[config.mk]
export PLATFORM = sky130hd
export DESIGN_NAME = der_tlv_header_parser_unit
export DESIGN_NICKNAME = d
export VERILOG_FILES = /design/src/hw/rtl/dtlv_pkg.sv /design/src/hw/rtl/dtlv_in_reg.sv /design/src/hw/rtl/dtlv_core.sv /design/src/hw/rtl/dtlv_out_buf.sv /design/src/hw/rtl/der_tlv_header_parser_unit.sv
export SDC_FILE = /design/constraint.sdc
export NUM_CORES = 1
export LEC_CHECK = 0
export BUFFER_PORTS_ARGS = -buffer_cell sky130_fd_sc_hd__buf_2
export CAP_MARGIN = 25
export CORE_MARGIN = 2
export CORE_UTILIZATION = 57
export DETAILED_ROUTE_END_ITERATION = 6
export GPL_TIMING_DRIVEN = 0
export PLACE_DENSITY = 0.77
export SLEW_MARGIN = 20
export SYNTH_ARGS = -nofsm -noshare
export SYNTH_HDL_FRONTEND = slang
export SYNTH_SLANG_ARGS = --single-unit
[constraint.sdc]
create_clock -name clk -period 10 [get_ports clk]
set_input_delay 2 -clock clk [delete_from_list [all_inputs] [get_ports clk]]
set_output_delay 2 -clock clk [all_outputs]
set_load 0.01 [all_outputs]
[src/hw/rtl/dtlv_pkg.sv]
// Shared types and constants of the DER TLV header parser
`default_nettype none
package dtlv_pkg;

  localparam int MAX_LENGTH_OCTETS = 4;
  localparam int LO_W = $clog2(MAX_LENGTH_OCTETS + 1);

  localparam logic [4:0] TAG_LONG_FORM = 5'h1F;
  localparam logic [7:0] LEN_INDEFINITE = 8'h80;

  localparam logic [1:0] KIND_HEADER = 2'd0;
  localparam logic [1:0] KIND_VALUE  = 2'd1;
  localparam logic [1:0] KIND_ERROR  = 2'd2;

  localparam logic [2:0] ERR_NONE       = 3'd0;
  localparam logic [2:0] ERR_TAG_LONG   = 3'd1;
  localparam logic [2:0] ERR_INDEFINITE = 3'd2;
  localparam logic [2:0] ERR_LEN_OCTETS = 3'd3;
  localparam logic [2:0] ERR_TRUNCATED  = 3'd4;

  typedef enum logic [2:0] {
    PH_IDENT   = 3'd0,
    PH_TAG2    = 3'd1,
    PH_LEN     = 3'd2,
    PH_LENOCT  = 3'd3,
    PH_VALUE   = 3'd4,
    PH_DISCARD = 3'd5
  } phase_t;

  typedef struct packed {
    logic [7:0] data_byte;
    logic       buffer_end;
  } in_item_t;

  typedef struct packed {
    logic [2:0]  error_code;
    logic [7:0]  value_byte;
    logic [31:0] elem_length;
    logic        is_context_specific;
    logic        is_constructed;
    logic [6:0]  tag_number;
    logic [1:0]  kind;
    logic        last_of_element;
  } result_t;

  // Push request from the parser core to the output buffer
  typedef struct packed {
    logic push;
  } out_ctl_t;

endpackage
`default_nettype wire

[src/hw/rtl/dtlv_in_reg.sv]
// Input register: holds one accepted byte until the parser core consumes it
`default_nettype none
module dtlv_in_reg import dtlv_pkg::*; (
  input  wire logic       clk,
  input  wire logic       rst,
  input  wire logic       s_tvalid,
  output      logic       s_tready,
  input  wire logic [7:0] s_tdata,
  input  wire logic       s_tlast,
  input  wire logic       consume,
  output      logic       item_valid,
  output      in_item_t   item
);

  assign s_tready = !item_valid || consume;

  always_ff @(posedge clk) begin
    if (rst) begin
      item_valid <= 1'b0;
    end else if (s_tready) begin
      item_valid <= s_tvalid;
    end
  end

  always_ff @(posedge clk) begin
    if (s_tready && s_tvalid) begin
      item.data_byte  <= s_tdata;
      item.buffer_end <= s_tlast;
    end
  end

endmodule
`default_nettype wire

[src/hw/rtl/dtlv_core.sv]
// Parser core: TLV state registers and the per-byte decode logic
`default_nettype none
module dtlv_core import dtlv_pkg::*; (
  input  wire logic     clk,
  input  wire logic     rst,
  input  wire logic     item_valid,
  input  wire in_item_t item,
  input  wire logic     out_can_take,
  output      logic     consume,
  output      logic     res_valid,
  output      result_t  res
);

  phase_t        phase, phase_next;
  logic [6:0]    held_tag, held_tag_next;
  logic [1:0]    held_flags, held_flags_next;
  logic [LO_W-1:0] lo_left, lo_left_next;
  logic [31:0]   length_accum, length_accum_next;
  logic [31:0]   value_left, value_left_next;

  logic [7:0]    b;
  logic          fin;
  logic [31:0]   acc;
  logic [31:0]   vl;
  logic          len_done;

  assign consume = item_valid && out_can_take;
  assign b   = item.data_byte;
  assign fin = item.buffer_end;

  always_ff @(posedge clk) begin
    if (rst) begin
      phase        <= PH_IDENT;
      held_tag     <= '0;
      held_flags   <= '0;
      lo_left      <= '0;
      length_accum <= '0;
      value_left   <= '0;
    end else if (consume) begin
      phase        <= phase_next;
      held_tag     <= held_tag_next;
      held_flags   <= held_flags_next;
      lo_left      <= lo_left_next;
      length_accum <= length_accum_next;
      value_left   <= value_left_next;
    end
  end

  always_comb begin
    phase_next        = phase;
    held_tag_next     = held_tag;
    held_flags_next   = held_flags;
    lo_left_next      = lo_left;
    length_accum_next = length_accum;
    value_left_next   = value_left;
    res_valid         = 1'b0;
    res               = '0;
    acc               = length_accum;
    vl                = value_left - {31'd0, (value_left != 32'd0)};
    len_done          = 1'b0;

    unique case (phase)
      PH_IDENT: begin
        held_flags_next = {b[5], b[7]};
        held_tag_next   = {2'b00, b[4:0]};
        phase_next      = (b[4:0] == TAG_LONG_FORM) ? PH_TAG2 : PH_LEN;
        if (fin) begin
          res_valid      = 1'b1;
          res.kind       = KIND_ERROR;
          res.error_code = ERR_TRUNCATED;
          phase_next     = PH_IDENT;
        end
      end
      PH_TAG2: begin
        if (b[7]) begin
          res_valid      = 1'b1;
          res.kind       = KIND_ERROR;
          res.error_code = ERR_TAG_LONG;
          phase_next     = fin ? PH_IDENT : PH_DISCARD;
        end else begin
          held_tag_next = b[6:0];
          phase_next    = PH_LEN;
          if (fin) begin
            res_valid      = 1'b1;
            res.kind       = KIND_ERROR;
            res.error_code = ERR_TRUNCATED;
            phase_next     = PH_IDENT;
          end
        end
      end
      PH_LEN: begin
        if (!b[7]) begin
          acc      = {24'd0, b};
          len_done = 1'b1;
        end else if (b == LEN_INDEFINITE) begin
          res_valid      = 1'b1;
          res.kind       = KIND_ERROR;
          res.error_code = ERR_INDEFINITE;
          phase_next     = fin ? PH_IDENT : PH_DISCARD;
        end else if (b[6:0] > 7'(MAX_LENGTH_OCTETS)) begin
          res_valid      = 1'b1;
          res.kind       = KIND_ERROR;
          res.error_code = ERR_LEN_OCTETS;
          phase_next     = fin ? PH_IDENT : PH_DISCARD;
        end else begin
          lo_left_next      = b[LO_W-1:0];
          length_accum_next = '0;
          phase_next        = PH_LENOCT;
          if (fin) begin
            res_valid      = 1'b1;
            res.kind       = KIND_ERROR;
            res.error_code = ERR_TRUNCATED;
            phase_next     = PH_IDENT;
          end
        end
      end
      PH_LENOCT: begin
        acc          = {length_accum[23:0], b};
        lo_left_next = lo_left - {{(LO_W-1){1'b0}}, (lo_left != '0)};
        if (lo_left_next == '0) begin
          len_done = 1'b1;
        end else begin
          length_accum_next = acc;
          if (fin) begin
            res_valid      = 1'b1;
            res.kind       = KIND_ERROR;
            res.error_code = ERR_TRUNCATED;
            phase_next     = PH_IDENT;
          end
        end
      end
      PH_VALUE: begin
        value_left_next = vl;
        res_valid       = 1'b1;
        if (vl == 32'd0) begin
          res.kind            = KIND_VALUE;
          res.elem_length     = length_accum;
          res.value_byte      = b;
          res.last_of_element = 1'b1;
          phase_next          = PH_IDENT;
        end else if (fin) begin
          res.kind       = KIND_ERROR;
          res.error_code = ERR_TRUNCATED;
          phase_next     = PH_IDENT;
        end else begin
          res.kind        = KIND_VALUE;
          res.elem_length = length_accum;
          res.value_byte  = b;
        end
      end
      default: begin
        // drop bytes until the end of the buffer
        if (fin) phase_next = PH_IDENT;
      end
    endcase

    // length complete: emit the header, or flag a cut-off element
    if (len_done) begin
      length_accum_next = acc;
      res_valid         = 1'b1;
      if (acc == 32'd0) begin
        res.kind   = KIND_HEADER;
        phase_next = PH_IDENT;
      end else if (fin) begin
        res.kind       = KIND_ERROR;
        res.error_code = ERR_TRUNCATED;
        phase_next     = PH_IDENT;
      end else begin
        value_left_next = acc;
        res.kind        = KIND_HEADER;
        res.elem_length = acc;
        phase_next      = PH_VALUE;
      end
    end

    if (res.kind == KIND_ERROR || res.elem_length == 32'd0) res.last_of_element = 1'b1;
    if (res.kind == KIND_VALUE && vl != 32'd0) res.last_of_element = 1'b0;
    res.tag_number          = held_tag_next;
    res.is_constructed      = held_flags_next[1];
    res.is_context_specific = held_flags_next[0];
  end

endmodule
`default_nettype wire

[src/hw/rtl/dtlv_out_buf.sv]
// Output register with a skid entry; the core waits on m_tready only while the skid entry is full
`default_nettype none
module dtlv_out_buf import dtlv_pkg::*; (
  input  wire logic     clk,
  input  wire logic     rst,
  input  wire out_ctl_t ctl_in,
  output      logic     can_take,
  input  wire result_t  res,
  output      logic     m_tvalid,
  input  wire logic     m_tready,
  output      result_t  head
);

  logic    skid_valid;
  result_t skid;

  assign can_take = !skid_valid;

  always_ff @(posedge clk) begin
    if (rst) begin
      m_tvalid   <= 1'b0;
      skid_valid <= 1'b0;
    end else if (m_tready || !m_tvalid) begin
      m_tvalid   <= skid_valid || ctl_in.push;
      skid_valid <= 1'b0;
    end else if (ctl_in.push) begin
      skid_valid <= 1'b1;
    end
  end

  always_ff @(posedge clk) begin
    if (m_tready || !m_tvalid) begin
      head <= skid_valid ? skid : res;
    end else if (ctl_in.push) begin
      skid <= res;
    end
  end

endmodule
`default_nettype wire

[src/hw/rtl/der_tlv_header_parser_unit.sv]
// DER TLV header parser: splits a DER byte stream into header and value results
//
// Input channel s_*: one buffer byte per transfer in s_tdata, s_tlast on the
// final byte of the buffer. Output channel m_*: one result per transfer,
// m_tuser carries the kind (header, value byte, error), m_tlast marks the
// final result of an element (always set on errors).
// Throughput: one byte per cycle, sustained, as long as m_tready stays high.
// A byte is decoded from the input register; its result is registered.
// Identifier, second tag and length-count bytes, and all but the final
// length octet, give no result unless they raise an error.
// Reset (rst, synchronous) empties the input register, the output register
// and the skid entry, and returns the parser to expecting an identifier byte.
// When the receiver stalls, the output register holds its result and one
// more result goes to the skid entry; the core then waits, and s_tready drops
// once the input register holds a byte, until the skid entry drains, so no
// result is lost. s_tready depends on registers only.
`default_nettype none
module der_tlv_header_parser_unit import dtlv_pkg::*; (
  input  wire logic        clk,
  input  wire logic        rst,
  input  wire logic        s_tvalid,
  output      logic        s_tready,
  input  wire logic [7:0]  s_tdata,  // [7:0] data_byte
  input  wire logic        s_tlast,  // buffer_end
  output      logic        m_tvalid,
  input  wire logic        m_tready,
  // [6:0] tag_number, [7] is_constructed, [8] is_context_specific,
  // [40:9] elem_length, [48:41] value_byte, [51:49] error_code, [55:52] zero
  output      logic [55:0] m_tdata,
  output      logic [1:0]  m_tuser,  // kind
  output      logic        m_tlast   // last_of_element
);

  logic     item_valid;
  in_item_t item;
  logic     consume;
  logic     res_valid;
  result_t  res;
  result_t  head;
  out_ctl_t ctl;
  logic     can_take;

  dtlv_in_reg u_in (
    .clk        (clk),
    .rst        (rst),
    .s_tvalid   (s_tvalid),
    .s_tready   (s_tready),
    .s_tdata    (s_tdata),
    .s_tlast    (s_tlast),
    .consume    (consume),
    .item_valid (item_valid),
    .item       (item)
  );

  dtlv_core u_core (
    .clk          (clk),
    .rst          (rst),
    .item_valid   (item_valid),
    .item         (item),
    .out_can_take (can_take),
    .consume      (consume),
    .res_valid    (res_valid),
    .res          (res)
  );

  assign ctl.push = consume && res_valid;

  dtlv_out_buf u_out (
    .clk      (clk),
    .rst      (rst),
    .ctl_in   (ctl),
    .can_take (can_take),
    .res      (res),
    .m_tvalid (m_tvalid),
    .m_tready (m_tready),
    .head     (head)
  );

  assign m_tdata = {4'd0, head.error_code, head.value_byte, head.elem_length,
                    head.is_context_specific, head.is_constructed, head.tag_number};
  assign m_tuser = head.kind;
  assign m_tlast = head.last_of_element;

endmodule
`default_nettype wire

==> impl_metrics.csv, run 1 <==
group,metric,value,unit
detailed_routing,drtIter0Drc,1333,
cells_and_area,final_common_cell,"nand2_1",
setup_path,crit_type,"reg -> reg",
timing,rsz0062_at_grt,"false",
die,fp.dieH,139,µm
logic_synthesis,syn-instance-count,1099,
detailed_routing,dr_total_vias,9588,
power,ir_drop,128,µV
clock_network,ctsHoldBuffers,0,
timing,relSlewSlack,0.352,
cells_and_area,regArea,0.00522,mm²
global_routing,grt-ovfl-total,0,
cells_and_area,mostFrequentLayoutCells,"nand2_1, edfxtp_1, buf_2",
die,num_rows,49,
min_path,min-delay-start,"u_core.held_tag[2]$_SDFFE_PP0P_",
logic_synthesis,syn_avg_cell_area,9.45,µm²
timing,slew_viol_final,0,
global_routing,grt_pass1_vias,8911,
clock_network,cts_resized,0,
logic_synthesis,seq_area_frac_synth,0.502,
setup_path,endpoint_kind,"register",
clock_network,cts_buffer_depth,3,
place,dp_cells,1408,
timing,period_needed,5060,ps
clock_network,root_buffer,"clkbuf_16",
min_path,hold_path_class,"reg -> reg",
place,place.gp.congestion,1.02,
setup_path,r2r_slack,4940,ps
die,io_pins,74,
die,dieArea,0.0193,mm²
cells_and_area,finalNonFillerCells,1448,
global_routing,grt_max_degree,46,
logic_synthesis,synth_edf_count,119,
logic_synthesis,ys_ff_latch,201,
clock_network,post_cts_buffers,0,
clock_network,path_clk_slew,70,ps
global_routing,grt_use_total,0.339,
timing,post-route-period-util,0.506,
detailed_routing,first_pass_iters,6,
detailed_routing,drt_wl_total,33600,µm
logic_synthesis,synth_area,0.0104,mm²
place,port_buffers,69,
cells_and_area,synthToLayoutAreaGrowth,14.7,%
min_path,whs_endpoint,"u_core.held_tag[2]$_SDFFE_PP0P_",
clock_network,cts_sinks,201,
setup_path,crit_required,10370,ps
setup_path,cp_max_fo,10,
die,die_w,139,µm
detailed_routing,routedWlPerCell,23.2,µm
setup_path,worstRegToRegCells,15,
timing,setup-tns-final,0,ps
setup_path,r2r_start,"u_core.value_left[24]$_SDFFE_PP0P_",
cells_and_area,antenna_cells,0,
logic_synthesis,async_flop_share,0,
timing,finClkSkew,25.9,ps
global_routing,grt_pass1_wl,51800,µm
power,power_density,172,mW/mm²
place,placed_cell_area,0.0111,mm²
min_path,holdPathStages,2,
die,initial_core_util,0.580,
clock_network,cts_made_buffers,22,
cells_and_area,multi_input_area,0.00465,mm²
detailed_routing,vias_per_cell,6.62,
logic_synthesis,netlist-cell-type-count,82,
cells_and_area,final_util,0.665,
setup_path,critPathArrivalTime,5420,ps
setup_path,start_kind,"register",
cells_and_area,nFillCells,1451,
clock_network,h-tree-depth,1,
detailed_routing,ant_nets,0,
timing,setup_viol,0,
cells_and_area,num-nets-final,1220,
clock_network,tritoncts,"built",
place,hpwl,23900,µm
logic_synthesis,synth_ff_type,"edfxtp_1",
cells_and_area,fin_area,0.0119,mm²
timing,fmax,198,MHz
status,status,"complete, no violations",
global_routing,antenna_found_initial,1,
detailed_routing,remaining_drc_errors,0,
clock_network,clock_latency,530,ps
timing,hold_viol,0,
timing,worst_slew_pin_slew,969,ps
cells_and_area,final_layout_size_suffix_gt1_frac,0.159,
flow_run,max-cap-violations,0,
logic_synthesis,ys_warn_count,0,
setup_path,rr_endpoint,"u_out.head[28]$_DFFE_PP_",
power,leakagePower,4.38,nW
die,coreArea,0.0179,mm²
==> layout make-up <==
class,instances,area share
Sequential cell,201,0.438
Multi-Input combinational cell,771,0.391
Clock buffer,28,0.0515
Timing Repair Buffer,77,0.0354
Buffer,95,0.0341
Tap cell,229,0.0241
Clock inverter,12,0.0152
Inverter,35,0.0112
==> flip-flops by register name, summed over array words and instances (netlist names) <==
name                 flops
u_core.held_flags        2
u_out.m_tvalid           1
u_core.held_tag          7
u_core.lo_left           3
u_in.item                9
u_out.skid_valid         1
u_out.skid              55
u_out.head              55
u_core.length_accum     32
u_core.value_left       32
u_in.item_valid          1
u_core.phase             3
==> stage by stage <==
step | power [W] | hold WS [ps] | worst slack (ps)
floorplan | 0.00107 | 439 | 2210
global placement | 0.00116 | 457 | -794
detailed placement | 0.00116 | 467 | 5140
CTS | 0.00203 | 478 | 5060
global route | 0.00209 | 492 | 4620
finish | 0.00204 | 496 | 4940
==> synth_stat cells, types with 22 or more instances <==
cell,n,area (µm²)
a21oi_1,81,405
dfxtp_1,82,1640
edfxtp_1,119,3570
a22oi_1,22,165
clkbuf_1,64,240
nor3_1,49,245
nand3_1,44,220
o21ai_0,31,155
inv_1,34,128
o21ai_1,43,215
nor2_1,83,312
nand2_1,137,514
==> critical path, cell delays in order (launching register included) <==
cell,delay [ps]
dfxtp_1,290
clkbuf_1,200
nor4_1,860
nand4_1,140
or4_1,440
ha_1,280
ha_1,310
nor3b_2,260
nand3_1,150
nor3_1,70
or2_1,230
nor4b_2,280
nand4_1,420
buf_2,370
a211oi_1,340
o22a_1,250
==> worst max-delay path by stage <==
stage / depth (start not counted) / to / startpoint / slack, ps
floorplan: 2 / u_out.skid[0]$_DFFE_PP_ / m_tready / 2210
global route: 15 / u_out.head[28]$_DFFE_PP_ / u_core.value_left[24]$_SDFFE_PP0P_ / 4620
CTS: 15 / u_out.head[35]$_DFFE_PP_ / u_core.value_left[24]$_SDFFE_PP0P_ / 5060
detailed placement: 15 / u_out.head[35]$_DFFE_PP_ / u_core.value_left[24]$_SDFFE_PP0P_ / 5140
finish: 15 / u_out.head[28]$_DFFE_PP_ / u_core.value_left[24]$_SDFFE_PP0P_ / 4940
global placement: 3 / u_out.skid[1]$_DFFE_PP_ / m_tready / -790
==> report_power, final <==
part / switching [W] / internal [W] / total, W / leakage [nW]
clock network: 0.000354 / 0.000540 / 0.000895 / 0.385
registers: 0.0000104 / 0.000896 / 0.000906 / 1.92
logic: 0.000165 / 0.0000790 / 0.000244 / 2.08
==> kinds of logic (layout without fill, tap and decap cells) <==
group,after synthesis,after routing,share of synthesized area
other cells,1,4,0.000361
simple gates,426,426,0.211
xor+xnor,13,13,0.0110
compound gates,305,305,0.199
buf+inv,130,247,0.0520
mux,19,19,0.0201
fa+ha+maj,4,4,0.00482
flops,201,201,0.502
==> routing by layer <==
metal	wire [µm]	global-route usage	vias to the layer above
li1	-	-	4295
met1	13500	0.469	4503
met2	14800	0.516	658
met3	3790	0.0773	132
met4	1580	0.148	0
met5	0	0	-
Note: power is estimated with default switching activity, not from simulation.
==> run 2, diff against run 1 <==
==> constraint.sdc (replaced) <==
create_clock -name clk -period 4.7 [get_ports clk]
set_input_delay 0.94 -clock clk [delete_from_list [all_inputs] [get_ports clk]]
set_output_delay 0.94 -clock clk [all_outputs]
set_load 0.01 [all_outputs]
==> impl_metrics.csv, run 2 (synthesis gave the netlist of run 1 again) <==
group,metric,value,unit
setup_path,r2r_start,"u_core.value_left[14]$_SDFFE_PP0P_",
clock_network,cts_buffer_depth,3,
clock_network,root_buffer,"clkbuf_16",
detailed_routing,drtIter0Drc,1071,
place,hpwl,23900,µm
min_path,whs_endpoint,"u_core.length_accum[31]$_SDFFE_PP0P_",
setup_path,endpoint_kind,"register",
detailed_routing,ant_nets,0,
cells_and_area,num-nets-final,1216,
die,initial_core_util,0.580,
die,dieArea,0.0193,mm²
place,port_buffers,69,
setup_path,r2r_slack,220,ps
setup_path,crit_type,"reg -> reg",
cells_and_area,final_util,0.663,
setup_path,rr_endpoint,"u_out.head[35]$_DFFE_PP_",
cells_and_area,final_layout_size_suffix_gt1_frac,0.153,
clock_network,ctsHoldBuffers,0,
setup_path,critPathArrivalTime,4810,ps
detailed_routing,remaining_drc_errors,0,
place,place.gp.congestion,1.01,
cells_and_area,final_common_cell,"nand2_1",
place,placed_cell_area,0.0111,mm²
detailed_routing,vias_per_cell,6.66,
min_path,hold_path_class,"reg -> reg",
global_routing,grt_pass1_vias,8935,
clock_network,tritoncts,"built",
place,dp_cells,1404,
cells_and_area,synthToLayoutAreaGrowth,14.3,%
cells_and_area,antenna_cells,0,
timing,worst_slew_pin_slew,903,ps
global_routing,grt_use_total,0.339,
cells_and_area,mostFrequentLayoutCells,"nand2_1, edfxtp_1, buf_2",
clock_network,clock_latency,500,ps
timing,hold-worst-slack,491,ps
timing,finClkSkew,24.1,ps
cells_and_area,finalNonFillerCells,1442,
cells_and_area,nFillCells,1472,
clock_network,h-tree-depth,1,
power,ir_drop,270,µV
die,die_w,139,µm
cells_and_area,fin_area,0.0119,mm²
setup_path,crit_required,5040,ps
clock_network,cts_made_buffers,21,
detailed_routing,routedWlPerCell,23.3,µm
global_routing,grt_pass1_wl,51600,µm
timing,fmax,223,MHz
global_routing,grt_max_degree,59,
timing,slew_viol_final,0,
timing,setup_viol,0,
setup_path,worstRegToRegCells,15,
status,status,"complete, no violations",
place,preCtsSetupSlack,92.2,ps
timing,post-route-period-util,0.953,
detailed_routing,first_pass_iters,6,
clock_network,path_clk_slew,60,ps
setup_path,cp_max_fo,10,
die,io_pins,74,
timing,relSlewSlack,0.392,
timing,hold_viol,0,
cells_and_area,reg_top3,"u_out.head (55), u_out.skid (55)",
detailed_routing,drt_wl_total,33600,µm
flow_run,max-cap-violations,0,
power,leakagePower,4.35,nW
setup_path,start_kind,"register",
min_path,holdPathStages,2,
global_routing,grt-ovfl-total,0,
global_routing,antenna_found_initial,0,
timing,period_needed,4480,ps
min_path,min-delay-start,"u_core.length_accum[31]$_SDFFE_PP0P_",
die,fp.dieH,139,µm
detailed_routing,dr_total_vias,9601,
timing,finalWorstSetupSlack,220,ps
power,power_density,347,mW/mm²
die,num_rows,49,
clock_network,cts_sinks,201,
die,coreArea,0.0179,mm²
run 2: power breakdown:
part / total [W] / switching (W) / internal [W]
clock: 0.00169 / 0.000676 / 0.00101
combinational: 0.000501 / 0.000328 / 0.000173
sequential: 0.00193 / 0.0000223 / 0.00191
run 2: cell type report:
cell class / count / area, µm² / area share
clock buffers: 31 / 614 / 0.0518
plain buffers: 94 / 405 / 0.0342
clock inverters: 6 / 77.6 / 0.00654
inverters: 35 / 134 / 0.0113
well taps: 229 / 287 / 0.0241
multi-input cells: 771 / 4710 / 0.397
repair buffers: 75 / 420 / 0.0354
flip-flops and latches: 201 / 5220 / 0.439
run 2: critical path, cell delays in order, from the launching register on:
cell and delay [ps]:
dfxtp_1 310, clkbuf_1 260, nor4_4 380, nand4_4 180, or4_1 510, ha_1 260
ha_1 300, nor3b_4 220, nand3_1 130, nor3_1 60, or2_1 230, nor4b_2 290
nand4_1 290, buf_4 290, a211oi_1 350, o22a_1 250
run 2: worst max-delay path by stage:
stage,startpoint,to,slack (ps),cells past startpoint
floorplan,u_core.lo_left[0]$_SDFFE_PP0P_,u_out.skid[0]$_DFFE_PP_,110,9
global placement,u_core.lo_left[0]$_SDFFE_PP0P_,u_out.skid[1]$_DFFE_PP_,-1440,9
detailed placement,u_core.value_left[24]$_SDFFE_PP0P_,u_out.head[2]$_DFFE_PP_,90,14
CTS,u_core.value_left[24]$_SDFFE_PP0P_,u_out.skid[47]$_DFFE_PP_,50,16
global route,u_core.value_left[14]$_SDFFE_PP0P_,u_out.skid[44]$_DFFE_PP_,-20,16
finish,u_core.value_left[14]$_SDFFE_PP0P_,u_out.head[35]$_DFFE_PP_,220,15
run 2: timing repair:
action,in CTS,in global routing
buffers inserted,0,2
gates resized for setup,0,9
endpoints found under the hold margin,0,0
setup endpoints to repair,0,86
run 2: per-layer routing:
layer / part of all wire / up-vias / track usage / wire length (µm)
met5: 0 / - / 0 / 0
met4: 0.046 / 0 / 0.155 / 1550
met3: 0.11 / 117 / 0.0611 / 3760
met2: 0.45 / 646 / 0.518 / 15000
met1: 0.40 / 4550 / 0.474 / 13300
li1: - / 4288 / - / -
run 2: stage by stage:
stage	power, W	setup TNS [ps]
2_1_floorplan	0.00228	0
3_3_place_gp	0.00244	-79250
3_5_place_dp	0.00244	0
4_1_cts	0.00410	0
5_1_grt	0.00423	-150
6_report	0.00412	0
==> run 3, diff against run 2 <==
--- a/config.mk
+++ b/config.mk
@@ -7,11 +7,14 @@
 export LEC_CHECK = 0
 export BUFFER_PORTS_ARGS = -buffer_cell sky130_fd_sc_hd__buf_2
 export CAP_MARGIN = 25
+export CELL_PAD_IN_SITES_DETAIL_PLACEMENT = 1
+export CELL_PAD_IN_SITES_GLOBAL_PLACEMENT = 2
 export CORE_MARGIN = 2
-export CORE_UTILIZATION = 57
+export CORE_UTILIZATION = 39
 export DETAILED_ROUTE_END_ITERATION = 6
 export GPL_TIMING_DRIVEN = 0
-export PLACE_DENSITY = 0.77
+export PLACE_DENSITY = 0.82
+export SKIP_LAST_GASP = 1
 export SLEW_MARGIN = 20
 export SYNTH_ARGS = -nofsm -noshare
 export SYNTH_HDL_FRONTEND = slang
==> impl_metrics.csv, run 3 (synthesis gave the netlist of run 1 again) <==
group,metric,value,unit
status,status,"finished with violations",
status,violations,"DRC",
cells_and_area,synthToLayoutAreaGrowth,17.2,%
setup_path,start_kind,"register",
timing,relSlewSlack,0.334,
setup_path,critical_path.top_delay_family,"simple AND/OR/NAND/NOR gates",
timing,rsz0062_at_grt,"false",
detailed_routing,drt_wl_total,38500,µm
detailed_routing,drtIter0Drc,717,
setup_path,critPathArrivalTime,4730,ps
global_routing,grt-ovfl-total,0,
power,ir_drop,248,µV
clock_network,clock_latency,540,ps
die,coreArea,0.0261,mm²
global_routing,antenna_found_initial,0,
clock_network,tritoncts,"built",
clock_network,cts_buffer_depth,3,
cells_and_area,final_layout_size_suffix_gt1_frac,0.166,
setup_path,max_stage_delay,550,ps
cells_and_area,final_common_cell,"nand2_1",
timing,hold-worst-slack,488,ps
global_routing,grt_pass1_wl,58400,µm
die,dieArea,0.0279,mm²
die,num_rows,59,
setup_path,endpoint_kind,"register",
die,die_w,167,µm
clock_network,cts_sinks,201,
power,power_density,357,mW/mm²
setup_path,cp_max_fo,10,
global_routing,grt_pass1_vias,9405,
die,fp.dieH,167,µm
global_routing,grt_use_total,0.272,
cells_and_area,mostFrequentLayoutCells,"nand2_1, edfxtp_1, buf_2",
place,hpwl,27400,µm
setup_path,worstRegToRegCells,16,
cells_and_area,final_util,0.466,
detailed_routing,dr_total_vias,9442,
cells_and_area,antenna_cells,0,
timing,fmax,223,MHz
die,initial_core_util,0.397,
clock_network,h-tree-depth,1,
cells_and_area,reg_top3,"u_out.head (55), u_out.skid (55)",
clock_network,root_buffer,"clkbuf_16",
timing,slew_viol_final,0,
timing,worst_slew_pin_slew,996,ps
timing,period_needed,4480,ps
detailed_routing,vias_per_cell,6.05,
die,io_pins,74,
setup_path,crit_type,"reg -> reg",
timing,setup_viol,0,
timing,post-route-period-util,0.952,
clock_network,path_clk_slew,60,ps
flow_run,max-cap-violations,0,
timing,finClkSkew,20.7,ps
timing,setup-tns-final,0,ps
clock_network,cts_made_buffers,24,
min_path,holdPathStages,2,
setup_path,cp_cell_sequence,"clkbuf_1 -> nor4_4 -> nand4_4 -> or4_1 -> ha_1 -> ha_1 -> nor3b_4 -> nand3_1 -> nor3_1 -> or2_1 -> nor4b_2 -> nand4_1 -> buf_4 -> buf_2 -> a21oi_1 -> o31ai_2",
timing,hold_viol,0,
setup_path,crit_top_cell,"ha_1",
global_routing,grt_max_degree,49,
clock_network,ctsHoldBuffers,0,
setup_path,crit_required,4950,ps
detailed_routing,routedWlPerCell,24.7,µm
detailed_routing,remaining_drc_errors,4,
cells_and_area,num-nets-final,1225,
setup_path,crit_path_top_delay_cell,"or4_1",
place,port_buffers,69,
place,place.gp.congestion,0.903,
power,leakagePower,4.43,nW
detailed_routing,first_pass_iters,7,
detailed_routing,ant_nets,0,
setup_path,path_buf_inv,3,
min_path,hold_path_class,"reg -> reg",
setup_path,path_depth,16,
-- run 3: cell types whose count changed in the layout (fill, tap and decap cells not counted), sizes merged --
| cell | before | now |
|---|---|---|
| buf | 104 | 109 |
| clkbuf | 96 | 98 |
| clkinv | 4 | 9 |
| clkinvlp | 0 | 1 |
-- run 3: timing repair --
action / in CTS / in global routing
resized for setup: 2 / 8
setup buffers: 1 / 5
pin swaps: 1 / 3
setup endpoints to repair: 87 / 75
-- run 3: power by group --
part	internal, W	switching, W	leakage [nW]
clock	0.00110	0.000776	0.388
sequential	0.00191	0.0000244	1.92
combinational	0.000182	0.000356	2.13
-- run 3: worst register-to-register path, stage by stage, from the launching register on --
cell and delay, ps:
dfxtp_1 300, clkbuf_1 240, nor4_4 410, nand4_4 200, or4_1 550, ha_1 280
ha_1 300, nor3b_4 230, nand3_1 140, nor3_1 60, or2_1 240, nor4b_2 280
nand4_1 110, buf_4 190, buf_2 220, a21oi_1 330, o31ai_2 130
-- run 3: worst paths after layout --
path,slack (ps),startpoint,to
min,490,u_core.length_accum[27]$_SDFFE_PP0P_,u_core.length_accum[27]$_SDFFE_PP0P_
min reg2reg,490,u_core.length_accum[27]$_SDFFE_PP0P_,u_core.length_accum[27]$_SDFFE_PP0P_
max,220,u_core.value_left[15]$_SDFFE_PP0P_,u_out.head[54]$_DFFE_PP_
max reg2reg,220,u_core.value_left[15]$_SDFFE_PP0P_,u_out.head[54]$_DFFE_PP_
-- run 3: metal layers --
layer | track usage | share of wire
met2 | 0.446 | 0.46
met4 | 0.0798 | 0.027
met3 | 0.0414 | 0.069
met1 | 0.375 | 0.44
met5 | 0 | 0
-- run 3: metrics by stage --
| step | std cells | setup WS [ps] | instance area [µm²] | power, W |
|---|---|---|---|---|
| 3_3_place_gp | 1506 | -1660 | 11200 | 0.00247 |
| 6_report | 1561 | 224 | 12200 | 0.00435 |
| 2_1_floorplan | 1102 | 109 | 10400 | 0.00228 |
| 5_1_grt | 1561 | 32.2 | 12200 | 0.00448 |
| 3_5_place_dp | 1511 | -398 | 11300 | 0.00247 |
| 4_1_cts | 1556 | 50.9 | 12100 | 0.00436 |
-- run 3: final cells by class --
class / instances / area (µm²)
Fill cell: 3076 / 14000
Sequential cell: 201 / 5220
Multi-Input combinational cell: 771 / 4730
Clock buffer: 32 / 661
Timing Repair Buffer: 80 / 478
Tap cell: 335 / 419
Buffer: 95 / 407
Inverter: 35 / 134
Clock inverter: 12 / 130
